[src/hdl/cqe_pkg.sv]
`timescale 1ns / 1ps
// ----------------------------------------------------------------------------
// cqe_pkg
// Shared types and codes for the circular queue engine.
// ----------------------------------------------------------------------------
package cqe_pkg;

	localparam int DEPTH_DEF = 16;
	localparam int WORD_W    = 32;
	localparam int FUNC_W    = 3;
	localparam int POS_W     = 5;
	localparam int STAT_W    = 3;

	// operation codes; 6 and 7 are no-ops
	localparam logic [FUNC_W-1:0] FN_INSERT  = 3'd0;
	localparam logic [FUNC_W-1:0] FN_DELETE  = 3'd1;
	localparam logic [FUNC_W-1:0] FN_PEEK    = 3'd2;
	localparam logic [FUNC_W-1:0] FN_CHANGE  = 3'd3;
	localparam logic [FUNC_W-1:0] FN_SEARCH  = 3'd4;
	localparam logic [FUNC_W-1:0] FN_DISPLAY = 3'd5;

	// status codes
	localparam logic [STAT_W-1:0] STAT_OK        = 3'd0;
	localparam logic [STAT_W-1:0] STAT_OVERFLOW  = 3'd1;
	localparam logic [STAT_W-1:0] STAT_EMPTY     = 3'd2;
	localparam logic [STAT_W-1:0] STAT_BAD_POS   = 3'd3;
	localparam logic [STAT_W-1:0] STAT_NOT_FOUND = 3'd4;

	typedef struct packed {
		logic [FUNC_W-1:0]        func;
		logic signed [WORD_W-1:0] value;
		logic [POS_W-1:0]         position;
	} cmd_t;

	typedef struct packed {
		logic [STAT_W-1:0]        status;
		logic signed [WORD_W-1:0] data;
		logic [POS_W-1:0]         found_position;
		logic                     full_res;
		logic                     empty_res;
		logic                     last;
	} rsp_t;

	typedef enum logic [1:0] {
		S_IDLE,
		S_RESP,
		S_WALK
	} seq_state_t;

endpackage

[src/hdl/cqe_ram.sv]
`timescale 1ns / 1ps
// ----------------------------------------------------------------------------
// cqe_ram
// Generic single-port-write, single-port-read RAM with registered read.
// ----------------------------------------------------------------------------
module cqe_ram #(
	parameter int WIDTH = 32,
	parameter int DEPTH = 16,
	localparam int AW = (DEPTH > 1) ? $clog2(DEPTH) : 1
) (
	input  logic             clk,
	input  logic             wr_en,
	input  logic [AW-1:0]    wr_addr,
	input  logic [WIDTH-1:0] wr_data,
	input  logic             rd_en,
	input  logic [AW-1:0]    rd_addr,
	output logic [WIDTH-1:0] rd_data
);

	logic [WIDTH-1:0] mem [DEPTH];
	logic [WIDTH-1:0] rd_data_q;

	// read data holds while rd_en is low
	always_ff @(posedge clk) begin
		if (wr_en) begin
			mem[wr_addr] <= wr_data;
		end
		if (rd_en) begin
			rd_data_q <= mem[rd_addr];
		end
	end

	assign rd_data = rd_data_q;

endmodule

[src/hdl/circular_queue_engine_top.sv]
`timescale 1ns / 1ps
// ----------------------------------------------------------------------------
// circular_queue_engine_top
// Circular FIFO of signed 32-bit words with insert, delete, peek, change,
// search and display operations; storage in one registered-read RAM.
// ----------------------------------------------------------------------------
// Usage:
//  - cmd channel (cmd_valid / cmd_stall / cmd) carries one operation per item.
//  - rsp channel (rsp_valid / rsp_stall / rsp) returns the results; the final
//    result of an item has last set. Display returns one result per entry,
//    oldest first; every other operation returns exactly one.
//  - Insert, change, no-op codes and every error case finish in the accept
//    cycle: the result is written to the output register, and a new item can be
//    taken every cycle while the receiver does not stall.
//  - Delete and peek need one RAM read and pass through S_RESP; no new item is taken until the result is loaded.
//  - Search and display walk the RAM one entry per cycle from the head, display
//    pausing while the receiver stalls.
//    The RAM read port sets this rate.
//  - Items are executed one at a time; no two RAM accesses to one entry can
//    overlap, so no forwarding is needed.
//  - Reset clears head, tail and occupancy; the RAM is not cleared, since
//    only occupied slots are ever read.
//  - A stalled receiver holds the output register; a display walk pauses with it,
//    and cmd_stall stays high until the register can take a new result.
// ----------------------------------------------------------------------------
module circular_queue_engine_top import cqe_pkg::*; #(
	parameter int DEPTH = DEPTH_DEF
) (
	input  logic clk,
	input  logic arst_n,
	input  logic cmd_valid,
	output logic cmd_stall,
	input  cmd_t cmd,
	output logic rsp_valid,
	input  logic rsp_stall,
	output rsp_t rsp
);

	localparam int PTR_W = (DEPTH > 1) ? $clog2(DEPTH) : 1;
	localparam int CNT_W = $clog2(DEPTH + 1);
	localparam int CMP_W = (CNT_W > POS_W) ? CNT_W : POS_W;
	localparam logic [PTR_W-1:0] LAST_SLOT = PTR_W'(DEPTH - 1);
	localparam logic [CNT_W-1:0] FULL_CNT  = CNT_W'(DEPTH);
	localparam logic [PTR_W:0]   DEPTH_X   = (PTR_W + 1)'(DEPTH);

	function automatic logic [PTR_W-1:0] slot_inc(input logic [PTR_W-1:0] p);
		return (p == LAST_SLOT) ? '0 : p + 1'b1;
	endfunction

	// state and control registers
	seq_state_t        state_q, state_d;
	logic [PTR_W-1:0]  head_q, head_d;
	logic [PTR_W-1:0]  tail_q, tail_d;
	logic [CNT_W-1:0]  occ_q, occ_d;
	logic [PTR_W-1:0]  walk_ptr_q, walk_ptr_d;
	logic [PTR_W-1:0]  idx_q, idx_d;
	logic              disp_q, disp_d;
	logic [WORD_W-1:0] key_q, key_d;
	rsp_t              rsp_q, rsp_d;
	logic              rsp_valid_q;
	logic              rsp_load;

	// RAM port
	logic              rd_en, wr_en;
	logic [PTR_W-1:0]  rd_addr, wr_addr;
	logic [WORD_W-1:0] wr_data, rd_data;

	// helpers
	logic              out_free, accept, occ_empty, occ_full, pos_ok;
	logic              idx_last, hit;
	logic [PTR_W:0]    chg_sum;
	logic [PTR_W-1:0]  chg_addr, peek_addr;
	logic [CNT_W-1:0]  idx_p1;

	cqe_ram #(
		.WIDTH (WORD_W),
		.DEPTH (DEPTH)
	) u_ram (
		.clk     (clk),
		.wr_en   (wr_en),
		.wr_addr (wr_addr),
		.wr_data (wr_data),
		.rd_en   (rd_en),
		.rd_addr (rd_addr),
		.rd_data (rd_data)
	);

	assign out_free  = !rsp_valid_q || !rsp_stall;
	assign cmd_stall = (state_q != S_IDLE) || !out_free;
	assign accept    = cmd_valid && !cmd_stall;
	assign occ_empty = (occ_q == '0);
	assign occ_full  = (occ_q == FULL_CNT);

	// change target: head + position - 1, wrapped
	assign pos_ok    = (CMP_W'(cmd.position) != '0) &&
	                   (CMP_W'(cmd.position) <= CMP_W'(occ_q));
	assign chg_sum   = {1'b0, head_q} + (PTR_W + 1)'(cmd.position - POS_W'(1));
	assign chg_addr  = (chg_sum >= DEPTH_X) ? PTR_W'(chg_sum - DEPTH_X)
	                                        : chg_sum[PTR_W-1:0];
	// newest entry sits one slot behind the tail
	assign peek_addr = (tail_q == '0) ? LAST_SLOT : tail_q - 1'b1;

	assign idx_p1    = CNT_W'(idx_q) + CNT_W'(1);
	assign idx_last  = (idx_p1 == occ_q);
	assign hit       = (rd_data == key_q);

	always_comb begin
		state_d    = state_q;
		head_d     = head_q;
		tail_d     = tail_q;
		occ_d      = occ_q;
		walk_ptr_d = walk_ptr_q;
		idx_d      = idx_q;
		disp_d     = disp_q;
		key_d      = key_q;
		rd_en      = 1'b0;
		rd_addr    = head_q;
		wr_en      = 1'b0;
		wr_addr    = tail_q;
		wr_data    = cmd.value;
		rsp_load   = 1'b0;
		rsp_d      = '0;
		rsp_d.status = STAT_OK;
		rsp_d.last   = 1'b1;

		unique case (state_q)
			S_IDLE: begin
				if (accept) begin
					unique case (cmd.func)
						FN_INSERT: begin
							rsp_load = 1'b1;
							if (occ_full) begin
								rsp_d.status = STAT_OVERFLOW;
							end else begin
								wr_en  = 1'b1;
								tail_d = slot_inc(tail_q);
								occ_d  = occ_q + 1'b1;
							end
						end
						FN_DELETE: begin
							if (occ_empty) begin
								rsp_load     = 1'b1;
								rsp_d.status = STAT_EMPTY;
							end else begin
								rd_en   = 1'b1;
								rd_addr = head_q;
								head_d  = slot_inc(head_q);
								occ_d   = occ_q - 1'b1;
								state_d = S_RESP;
							end
						end
						FN_PEEK: begin
							if (occ_empty) begin
								rsp_load     = 1'b1;
								rsp_d.status = STAT_EMPTY;
							end else begin
								rd_en   = 1'b1;
								rd_addr = peek_addr;
								state_d = S_RESP;
							end
						end
						FN_CHANGE: begin
							rsp_load = 1'b1;
							if (!pos_ok) begin
								rsp_d.status = STAT_BAD_POS;
							end else begin
								wr_en   = 1'b1;
								wr_addr = chg_addr;
							end
						end
						FN_SEARCH, FN_DISPLAY: begin
							if (occ_empty) begin
								rsp_load     = 1'b1;
								rsp_d.status = STAT_EMPTY;
							end else begin
								rd_en      = 1'b1;
								rd_addr    = head_q;
								walk_ptr_d = slot_inc(head_q);
								idx_d      = '0;
								key_d      = cmd.value;
								disp_d     = (cmd.func == FN_DISPLAY);
								state_d    = S_WALK;
							end
						end
						default: begin
							rsp_load = 1'b1;
						end
					endcase
				end
			end
			S_RESP: begin
				if (out_free) begin
					rsp_load   = 1'b1;
					rsp_d.data = rd_data;
					state_d    = S_IDLE;
				end
			end
			S_WALK: begin
				// rd_data holds entry idx_q; fetch the next one as it is consumed
				if (disp_q) begin
					if (out_free) begin
						rsp_load   = 1'b1;
						rsp_d.data = rd_data;
						rsp_d.last = idx_last;
						if (idx_last) begin
							state_d = S_IDLE;
						end else begin
							rd_en      = 1'b1;
							rd_addr    = walk_ptr_q;
							walk_ptr_d = slot_inc(walk_ptr_q);
							idx_d      = idx_q + 1'b1;
						end
					end
				end else if (hit) begin
					if (out_free) begin
						rsp_load             = 1'b1;
						rsp_d.found_position = POS_W'(idx_p1);
						state_d              = S_IDLE;
					end
				end else if (idx_last) begin
					if (out_free) begin
						rsp_load     = 1'b1;
						rsp_d.status = STAT_NOT_FOUND;
						state_d      = S_IDLE;
					end
				end else begin
					rd_en      = 1'b1;
					rd_addr    = walk_ptr_q;
					walk_ptr_d = slot_inc(walk_ptr_q);
					idx_d      = idx_q + 1'b1;
				end
			end
			default: begin
				state_d = S_IDLE;
			end
		endcase

		// flags reflect the queue after the operation
		rsp_d.full_res  = (occ_d == FULL_CNT);
		rsp_d.empty_res = (occ_d == '0);
	end

	always_ff @(posedge clk or negedge arst_n) begin
		if (!arst_n) begin
			state_q     <= S_IDLE;
			head_q      <= '0;
			tail_q      <= '0;
			occ_q       <= '0;
			rsp_valid_q <= 1'b0;
		end else begin
			state_q <= state_d;
			head_q  <= head_d;
			tail_q  <= tail_d;
			occ_q   <= occ_d;
			if (rsp_load) begin
				rsp_valid_q <= 1'b1;
			end else if (!rsp_stall) begin
				rsp_valid_q <= 1'b0;
			end
		end
	end

	// walk context and result payload
	always_ff @(posedge clk) begin
		walk_ptr_q <= walk_ptr_d;
		idx_q      <= idx_d;
		disp_q     <= disp_d;
		key_q      <= key_d;
		if (rsp_load) begin
			rsp_q <= rsp_d;
		end
	end

	assign rsp_valid = rsp_valid_q;
	assign rsp       = rsp_q;

	// ------------------------------------------------------------------------
	// assertions
	// ------------------------------------------------------------------------
	logic [PTR_W:0]   ptr_sum;
	logic [PTR_W-1:0] ptr_wrap;

	assign ptr_sum  = {1'b0, head_q} + (PTR_W + 1)'(occ_q);
	assign ptr_wrap = (ptr_sum >= DEPTH_X) ? PTR_W'(ptr_sum - DEPTH_X)
	                                       : ptr_sum[PTR_W-1:0];

	a_occ_range: assert property (@(posedge clk) disable iff (!arst_n)
		occ_q <= FULL_CNT)
		else $error("occupancy exceeds depth");

	a_ptr_consistent: assert property (@(posedge clk) disable iff (!arst_n)
		ptr_wrap == tail_q)
		else $error("head + occupancy does not land on tail");

	a_walk_in_range: assert property (@(posedge clk) disable iff (!arst_n)
		(state_q == S_WALK) |-> (CNT_W'(idx_q) < occ_q))
		else $error("walk index beyond occupancy");

	a_delete_shrinks: assert property (@(posedge clk) disable iff (!arst_n)
		(accept && (cmd.func == FN_DELETE) && !occ_empty)
		|=> (occ_q == $past(occ_q) - 1'b1))
		else $error("delete did not reduce occupancy");

endmodule
[config.mk]
export PLATFORM = sky130hd
export DESIGN_NAME = circular_queue_engine_top
export DESIGN_NICKNAME = d
export VERILOG_FILES = /design/src/hdl/cqe_pkg.sv /design/src/hdl/cqe_ram.sv /design/src/hdl/circular_queue_engine_top.sv
export SDC_FILE = /design/constraint.sdc
export NUM_CORES = 1
export LEC_CHECK = 0
export BUFFER_PORTS_ARGS = -buffer_cell sky130_fd_sc_hd__buf_2
export CORE_MARGIN = 3
export CORE_UTILIZATION = 50
export CTS_BUF_LIST = sky130_fd_sc_hd__clkbuf_2 sky130_fd_sc_hd__clkbuf_4 sky130_fd_sc_hd__clkbuf_8
export CTS_CLUSTER_DIAMETER = 100
export CTS_CLUSTER_SIZE = 10
export DETAILED_ROUTE_END_ITERATION = 8
export PLACE_DENSITY = 0.71
export SLEW_MARGIN = 10
export SYNTH_ARGS = -nofsm -noshare
export SYNTH_HDL_FRONTEND = slang
export SYNTH_SLANG_ARGS = --single-unit
[constraint.sdc]
create_clock -name clk -period 4 [get_ports clk]
set_input_delay 0.4 -clock clk [delete_from_list [all_inputs] [get_ports clk]]
set_output_delay 0.4 -clock clk [all_outputs]
set_load 0.03 [all_outputs]
After elaboration in Yosys (flattened, before gate mapping)
Memory sizes are Yosys's and may differ from the RTL's. A register that Yosys moved wholly into a read port is not among the register bits.
Index checks and enable logic that the tools add are counted.
{"block": "op_classes", "n_addsub": 11, "order_cmp": 2, "eq_ne": 25, "mux": 87, "n_bitwise": 5, "n_reduce_logical": 26}
{"operator": "4-bit 2-to-1 mux", "n": 30}
{"operator": "32-bit 2-to-1 mux", "n": 2}
{"operator": "32-bit case mux with 2 select lines", "n": 1}
{"operator": "32-bit equality test", "n": 1}
{"operator": "2-bit 2-to-1 mux", "n": 12}
{"operator": "4-bit case mux with 2 select lines", "n": 3}
{"operator": "1-bit 2-to-1 mux", "n": 23}
{"operator": "5-bit 2-to-1 mux", "n": 4}
{"operator": "3-bit != test, second input constant", "n": 6}
{"operator": "4-bit by 1-bit adder with 4-bit output, second input constant", "n": 4}
{"operator": "4-bit equality test, second input constant", "n": 3}
{"operator": "3-bit 2-to-1 mux", "n": 4}
{"operator": "2-bit case mux with 3 select lines", "n": 2}
{"operator": "4-bit AND reduction", "n": 3}
{"operator": "5-bit equality test, second input constant", "n": 2}
{"operator": "5-bit zero test", "n": 2}
{"operator": "5-bit case mux with 2 select lines", "n": 1}
{"operator": "5-bit by 1-bit subtractor with 5-bit output, second input constant", "n": 2}
{"operator": "4-bit OR reduction", "n": 2}
{"operator": "4-bit by 1-bit subtractor with 4-bit output, second input constant", "n": 2}
{"operator": "7-bit AND reduction", "n": 1}
{"operator": "3-bit by 2-bit equality test with 1-bit output, second input constant", "n": 2}
{"operator": "3-bit equality test, second input constant", "n": 2}
{"operator": "3-bit case mux with 2 select lines", "n": 1}
{"operator": "27 further kinds", "n": 41}
{"block": "word_totals", "ff_bits": 100, "ram_bits": 512, "in_bits": 44, "wordCells": 172, "mem_count": 1}
{"memory": "u_ram.mem", "words": 16, "word_bits": 32, "rd": 1, "rd_ports_with_merged_regs": 1, "write_ports": 1, "line_no": "cqe_ram.sv:20", "text": "logic [WIDTH-1:0] mem [DEPTH];"}

Longest topological paths before layout
{"block": "depth", "ltp_word": 10, "depth_mapped": 16, "depth_no_buf": 12}

Modules after synthesis
From an unflattened synthesis, not the netlist that was laid out.
{"block": "hier_totals", "cells_unflattened": 1280, "hier_area_um2": 25390.6}
{"mod": "cqe_ram", "n_inst": 1, "cells_each": 838, "area_per_inst_um2": 20174.3, "seq_area_each_um2": 16335.7}
{"mod": "circular_queue_engine_top", "n_inst": 1, "cells_each": 442, "area_per_inst_um2": 5216.3, "seq_area_each_um2": 2922.8}

Least setup slack after synthesis
OpenSTA, ideal clock, no wires.
{"block": "synth_timing", "kind": "reg2reg", "start": "register occ_q[1]", "end": "memory u_ram.mem[5][0] (enable)", "setup_ns": 0.432, "t_arrival_ns": 4.013, "required_time_ns": 3.568, "path_slack_ns": -0.445, "path_stages_with_launch": 14, "synth_period_minus_slack_ns": 4.445, "cell_sequence": "dfrtp_1 -> inv_1 -> ha_1 -> nor2b_1 -> o21a_1 -> o21ai_0 -> nand2b_1 -> a21oi_1 -> a31oi_1 -> a21oi_1 -> and4_1 -> buf_1 -> a31oi_1 -> a21oi_1"}
{"block": "synth_between", "elab_chain_cells": 8, "word_cells_on_any_way": 14}
{"element": "start, declared", "line_no": "circular_queue_engine_top.sv:54", "text": "logic [CNT_W-1:0] occ_q, occ_d;"}
{"element": "start signal, assigned", "line_no": "circular_queue_engine_top.sv:248", "text": "occ_q <= '0;"}
{"element": "start signal, assigned", "line_no": "circular_queue_engine_top.sv:254", "text": "occ_q <= occ_d;"}
{"element": "5-bit <= comparator", "line_no": "circular_queue_engine_top.sv:96", "text": "(CMP_W'(cmd.position) <= CMP_W'(occ_q));"}
{"element": "1-bit logical AND", "line_no": "circular_queue_engine_top.sv:95", "text": "assign pos_ok = (CMP_W'(cmd.position) != '0) &&"}
{"element": "1-bit 2-to-1 mux", "line_no": "circular_queue_engine_top.sv:164", "text": "if (!pos_ok) begin"}
{"element": "1-bit case mux with 2 select lines", "line_no": "circular_queue_engine_top.sv:129", "text": "unique case (cmd.func)"}
{"element": "1-bit 2-to-1 mux", "line_no": "circular_queue_engine_top.sv:128", "text": "if (accept) begin"}
{"element": "1-bit 2-to-1 mux", "line_no": "circular_queue_engine_top.sv:126", "text": "unique case (state_q)"}
{"element": "1-bit 2-to-1 mux", "line_no": "cqe_ram.sv:25", "text": "if (wr_en) begin"}
{"element": "1-bit 2-to-1 mux (not written as such)", "line_no": "cqe_ram.sv:26", "text": "mem[wr_addr] <= wr_data;"}
{"element": "end, declared", "line_no": "cqe_ram.sv:20"}
Several ways; a longest one is shown, not always the timed one.

Worst setup path in the final report
{"block": "layout_timing", "start": "register u_ram.rd_data_q[25] (netlist: u_ram.rd_data[25]) (read register of u_ram.mem)", "end": "register u_ram.rd_data_q[23] (netlist: u_ram.rd_data[23]) (read register of u_ram.mem), data pin"}
{"block": "layout_between", "elab_chain_cells": 4, "word_cells_on_any_way": 7}
{"element": "start, declared", "line_no": "cqe_ram.sv:21", "text": "logic [WIDTH-1:0] rd_data_q;"}
{"element": "32-bit equality test *", "line_no": "circular_queue_engine_top.sv:105", "text": "assign hit = (rd_data == key_q);"}
{"element": "4-bit 2-to-1 mux or 1-bit 2-to-1 mux (tied branches)", "line_no": "circular_queue_engine_top.sv:214", "text": "end else if (hit) begin"}
{"element": "4-bit 2-to-1 mux or 1-bit 2-to-1 mux (tied branches)", "line_no": "circular_queue_engine_top.sv:200", "text": "if (disp_q) begin"}
{"element": "4-bit case mux with 2 select lines or 1-bit case mux with 2 select lines (tied branches)", "line_no": "circular_queue_engine_top.sv:126"}
Mark *: on every way between the ends. The rest lies on a longest branch, timed or not.
A chain may end at the register's enable or synchronous reset.

==> out/metrics.cfg <==
[timing]
fmax_ghz = 0.260
finalClockSkew_ns = 0.0306
slew_headroom_pct = 16.5
final.setup.tns_ns = 0
hold_viol = 0
fin_ws_ns = 0.152
period_needed_ns = 3.85
timing.hold.ws_ns = 0.119
rsz0062_at_grt = true
min_period_over_period_pct = 96.2
drv_slew = 0
worstMarginPinSlew_ns = 1.25
finalSetupViolCount = 0

[logic_synthesis]
synthArstFlopShare_pct = 2.48
synth_top_area_share_pct = 70.5
syn-num-nets = 1749
muxShareOfSynthArea_pct = 5.49
yosysSeqAreaShare_pct = 72.0
avgSynthCellArea_sq_um = 15.9
synth_fa_ha_area_share_pct = 1.06
synth-edff-count = 628
ys_dominant_reg_cell = edfxtp_1
synth_compound_area_share_pct = 9.63
synth_area_leaders = edfxtp_1 71%, a211oi_1 6.1%, mux2i_1 5.2%
synth_top_family_by_area = compound AO/OA/AOI/OAI gates
ys_seq_elements = 644
synth-simple-area-share_pct = 7.55
syn_area_sq_um = 26700
netlist_instances = 1683
synth_cell_types = 59
synth-xor-area-share_pct = 1.75
synth_top_area_cell = edfxtp_1
synth-warning-count = 0

[final_layout]
final_cell_mix = 628 x edfxtp_1, 218 x a211oi_1, 140 x mux2i_1, 130 x nor2b_1, 88 x buf_2
n_fill_cell = 4005
final_common_cell = edfxtp_1
syn_to_final_growth_pct = 12.1
drive_above_1_share_pct = 17.9
nNetsFinal = 1890
instances_no_fill = 2525

[power]
total_power_mw = 19.2
leakage_nw = 10.4
irDropWorstVdd_v = 0.000405
p_per_area_nw_per_um2 = 641

[placement]
place.gp.congestion = 0.864
port-buffer-count = 88
dp_cells = 2427
hpwl_microns = 34600
preCtsSetupSlack_ns = -0.0903

[grt]
antenna_found_initial = 5
grt.overflow.total = 0
grt_max_degree = 67
grt_pass1_wl_microns = 91200
grt_use_total_pct = 21.8
grt_pass1_vias = 14800

[drt]
detail_route.wl_per_cell_microns = 24.5
detailroute.via_count = 15100
drt_iter0_drc = 1341
wl_microns = 62000
drc = 0
avgViaCountPerCell = 5.97
route.antenna.remaining_nets = 0
dr.pass1.iters = 8

[floorplanning]
die-area_sq_um = 56300
io_pins = 89
core_sq_um = 52800
die_x_microns = 237
rows = 84
initial_core_util_pct = 50.7
fp.dieH_microns = 237

[worst_setup_path]
cp.required_ns = 4.39
crit_path_frequent_cell = a211oi_1
critPathTopFamily = simple AND/OR/NAND/NOR gates
worstSetupEndpointType = register
cpMaxStageDelayCell = or4_1
slowest_delay_ns = 0.51
crit_chain = xor2_1 > nor4_2 > buf_4 > nand4_1 > o31ai_4 > or3b_1 > o311a_4 > buf_12 > nor2b_1 > a211oi_1 > a211oi_1 > or4_1
crit_path_max_fanout = 66
path_buf_inv = 2
critPathLaunchType = register
crit_type = register to register
worstPathArrival_ns = 4.24

[status]
status = finished clean

[clock_network]
clock_path_buffers = 3
clock_latency_ns = 0.66
clock_sinks = 644
cts_tree = built
root_buffer = clkbuf_8
cts_inserted_buffers = 74
cts.clk_slew.worst_paths_ns = 0.07
h-tree-depth = 3

[min_path]
hp-class = input pin to register

[flow_run]
cap_violations = 0

[worst reg2reg max path, delay by kind of cell (launching register included)]
family,cells,cell delay [ns]
AO/OA/AOI/OAI,4,1.09
XOR/XNOR,1,0.22
buffers and inverters,2,0.52
flip-flops,1,0.48
AND/OR/NAND/NOR,5,1.27
[kinds of logic (layout without fill, tap and decap cells)]
kind of cell,count (synthesis),count (layout)
AND/OR/NAND/NOR,354,354
flip-flops,644,644
multiplexers,146,146
other,0,1
XOR/XNOR,52,52
adder cells (fa/ha/maj),22,22
buffers and inverters,133,286
AO/OA/AOI/OAI,332,332
[sequential cells by signal, summed over array words and instances (netlist names), 2 cells and up]
name           flops
head_q             4
occ_q              5
state_q            2
walk_ptr_q         4
key_q             32
u_ram.mem        512
idx_q              4
rsp               43
tail_q             4
u_ram.rd_data     32
[power by group]
group / switching, mW / internal (mW)
registers: 0.369 / 8.24
clock network: 2.15 / 1.77
logic: 4.27 / 2.42
total: 6.79 / 12.4
[layer usage]
layer	global-route usage (%)	share of wire, %	wire [microns]
met5	0	0.074	46
met4	6.97	2.3	1440
met3	4.21	6.8	4190
met2	35.8	49	30200
met1	29.5	42	26100
[repair_timing]
item                                    in CTS  in global routing
resized for setup                            3                  4
gates cloned                                 0                  2
hold buffers                                 1                  0
endpoints found under the setup margin       7                 24
setup buffers                                0                  6
hold endpoints to repair                    16                  0
pin swaps                                    0                  2
[worst paths after layout]
check	start	to	slack, ns	depth (start not counted)
worst max-delay path	u_ram.rd_data[25]$_DFFE_PP_	u_ram.rd_data[23]$_DFFE_PP_	0.15	12
worst min register to register	u_ram.rd_data[17]$_DFFE_PP_	rsp[25]$_DFFE_PP_	0.58	1
worst min-delay path	cmd[29]	u_ram.mem[11][24]$_DFFE_PP_	0.12	1
worst max register to register	u_ram.rd_data[25]$_DFFE_PP_	u_ram.rd_data[23]$_DFFE_PP_	0.15	12
max in group asynchronous	arst_n	head_q[1]$_DFFE_PN0P_	3.52	2
min in group asynchronous	arst_n	tail_q[2]$_DFFE_PN0P_	0.20	2
[area by class of cell]
cell class | count | area (sq um) | share of cell area (%)
flip-flops and latches | 644 | 19300 | 64.2
multi-input cells | 906 | 7050 | 23.5
repair buffers | 169 | 1560 | 5.21
clock buffers | 82 | 1090 | 3.64
well taps | 688 | 861 | 2.87
inverters | 29 | 109 | 0.363
clock inverters | 6 | 50.0 | 0.167
diodes | 1 | 2.50 | 0.00835
[cell usage after synthesis (all sizes together), types with 2 or more instances]
cell type / n
o31ai: 2
mux2: 6
o22ai: 2
nor2: 54
nor3: 8
o21a: 4
xnor2: 12
mux2i: 140
nand3: 19
a31oi: 12
o311ai: 2
buf: 47
or4: 33
nor4: 12
edfxtp: 628
a211oi: 248
nor3b: 3
o22a: 2
dfrtp: 16
nand2: 39
ha: 21
and2: 34
a32oi: 3
a21oi: 24
nand4: 4
inv: 29
o41ai: 2
or3: 2
nor2b: 130
a21o: 2
o21ai: 18
xor2: 39
nand2b: 5
and3: 3
or2: 4
clkbuf: 57
[metrics by stage]
step           util [%]  instance area (sq um)
6_report           56.8                  30000
5_1_grt            56.8                  30000
4_1_cts            56.6                  29900
3_5_place_dp       54.4                  28700
3_3_place_gp       54.4                  28700
2_1_floorplan         -                  26800
Note: power is estimated with default switching activity, not from simulation.
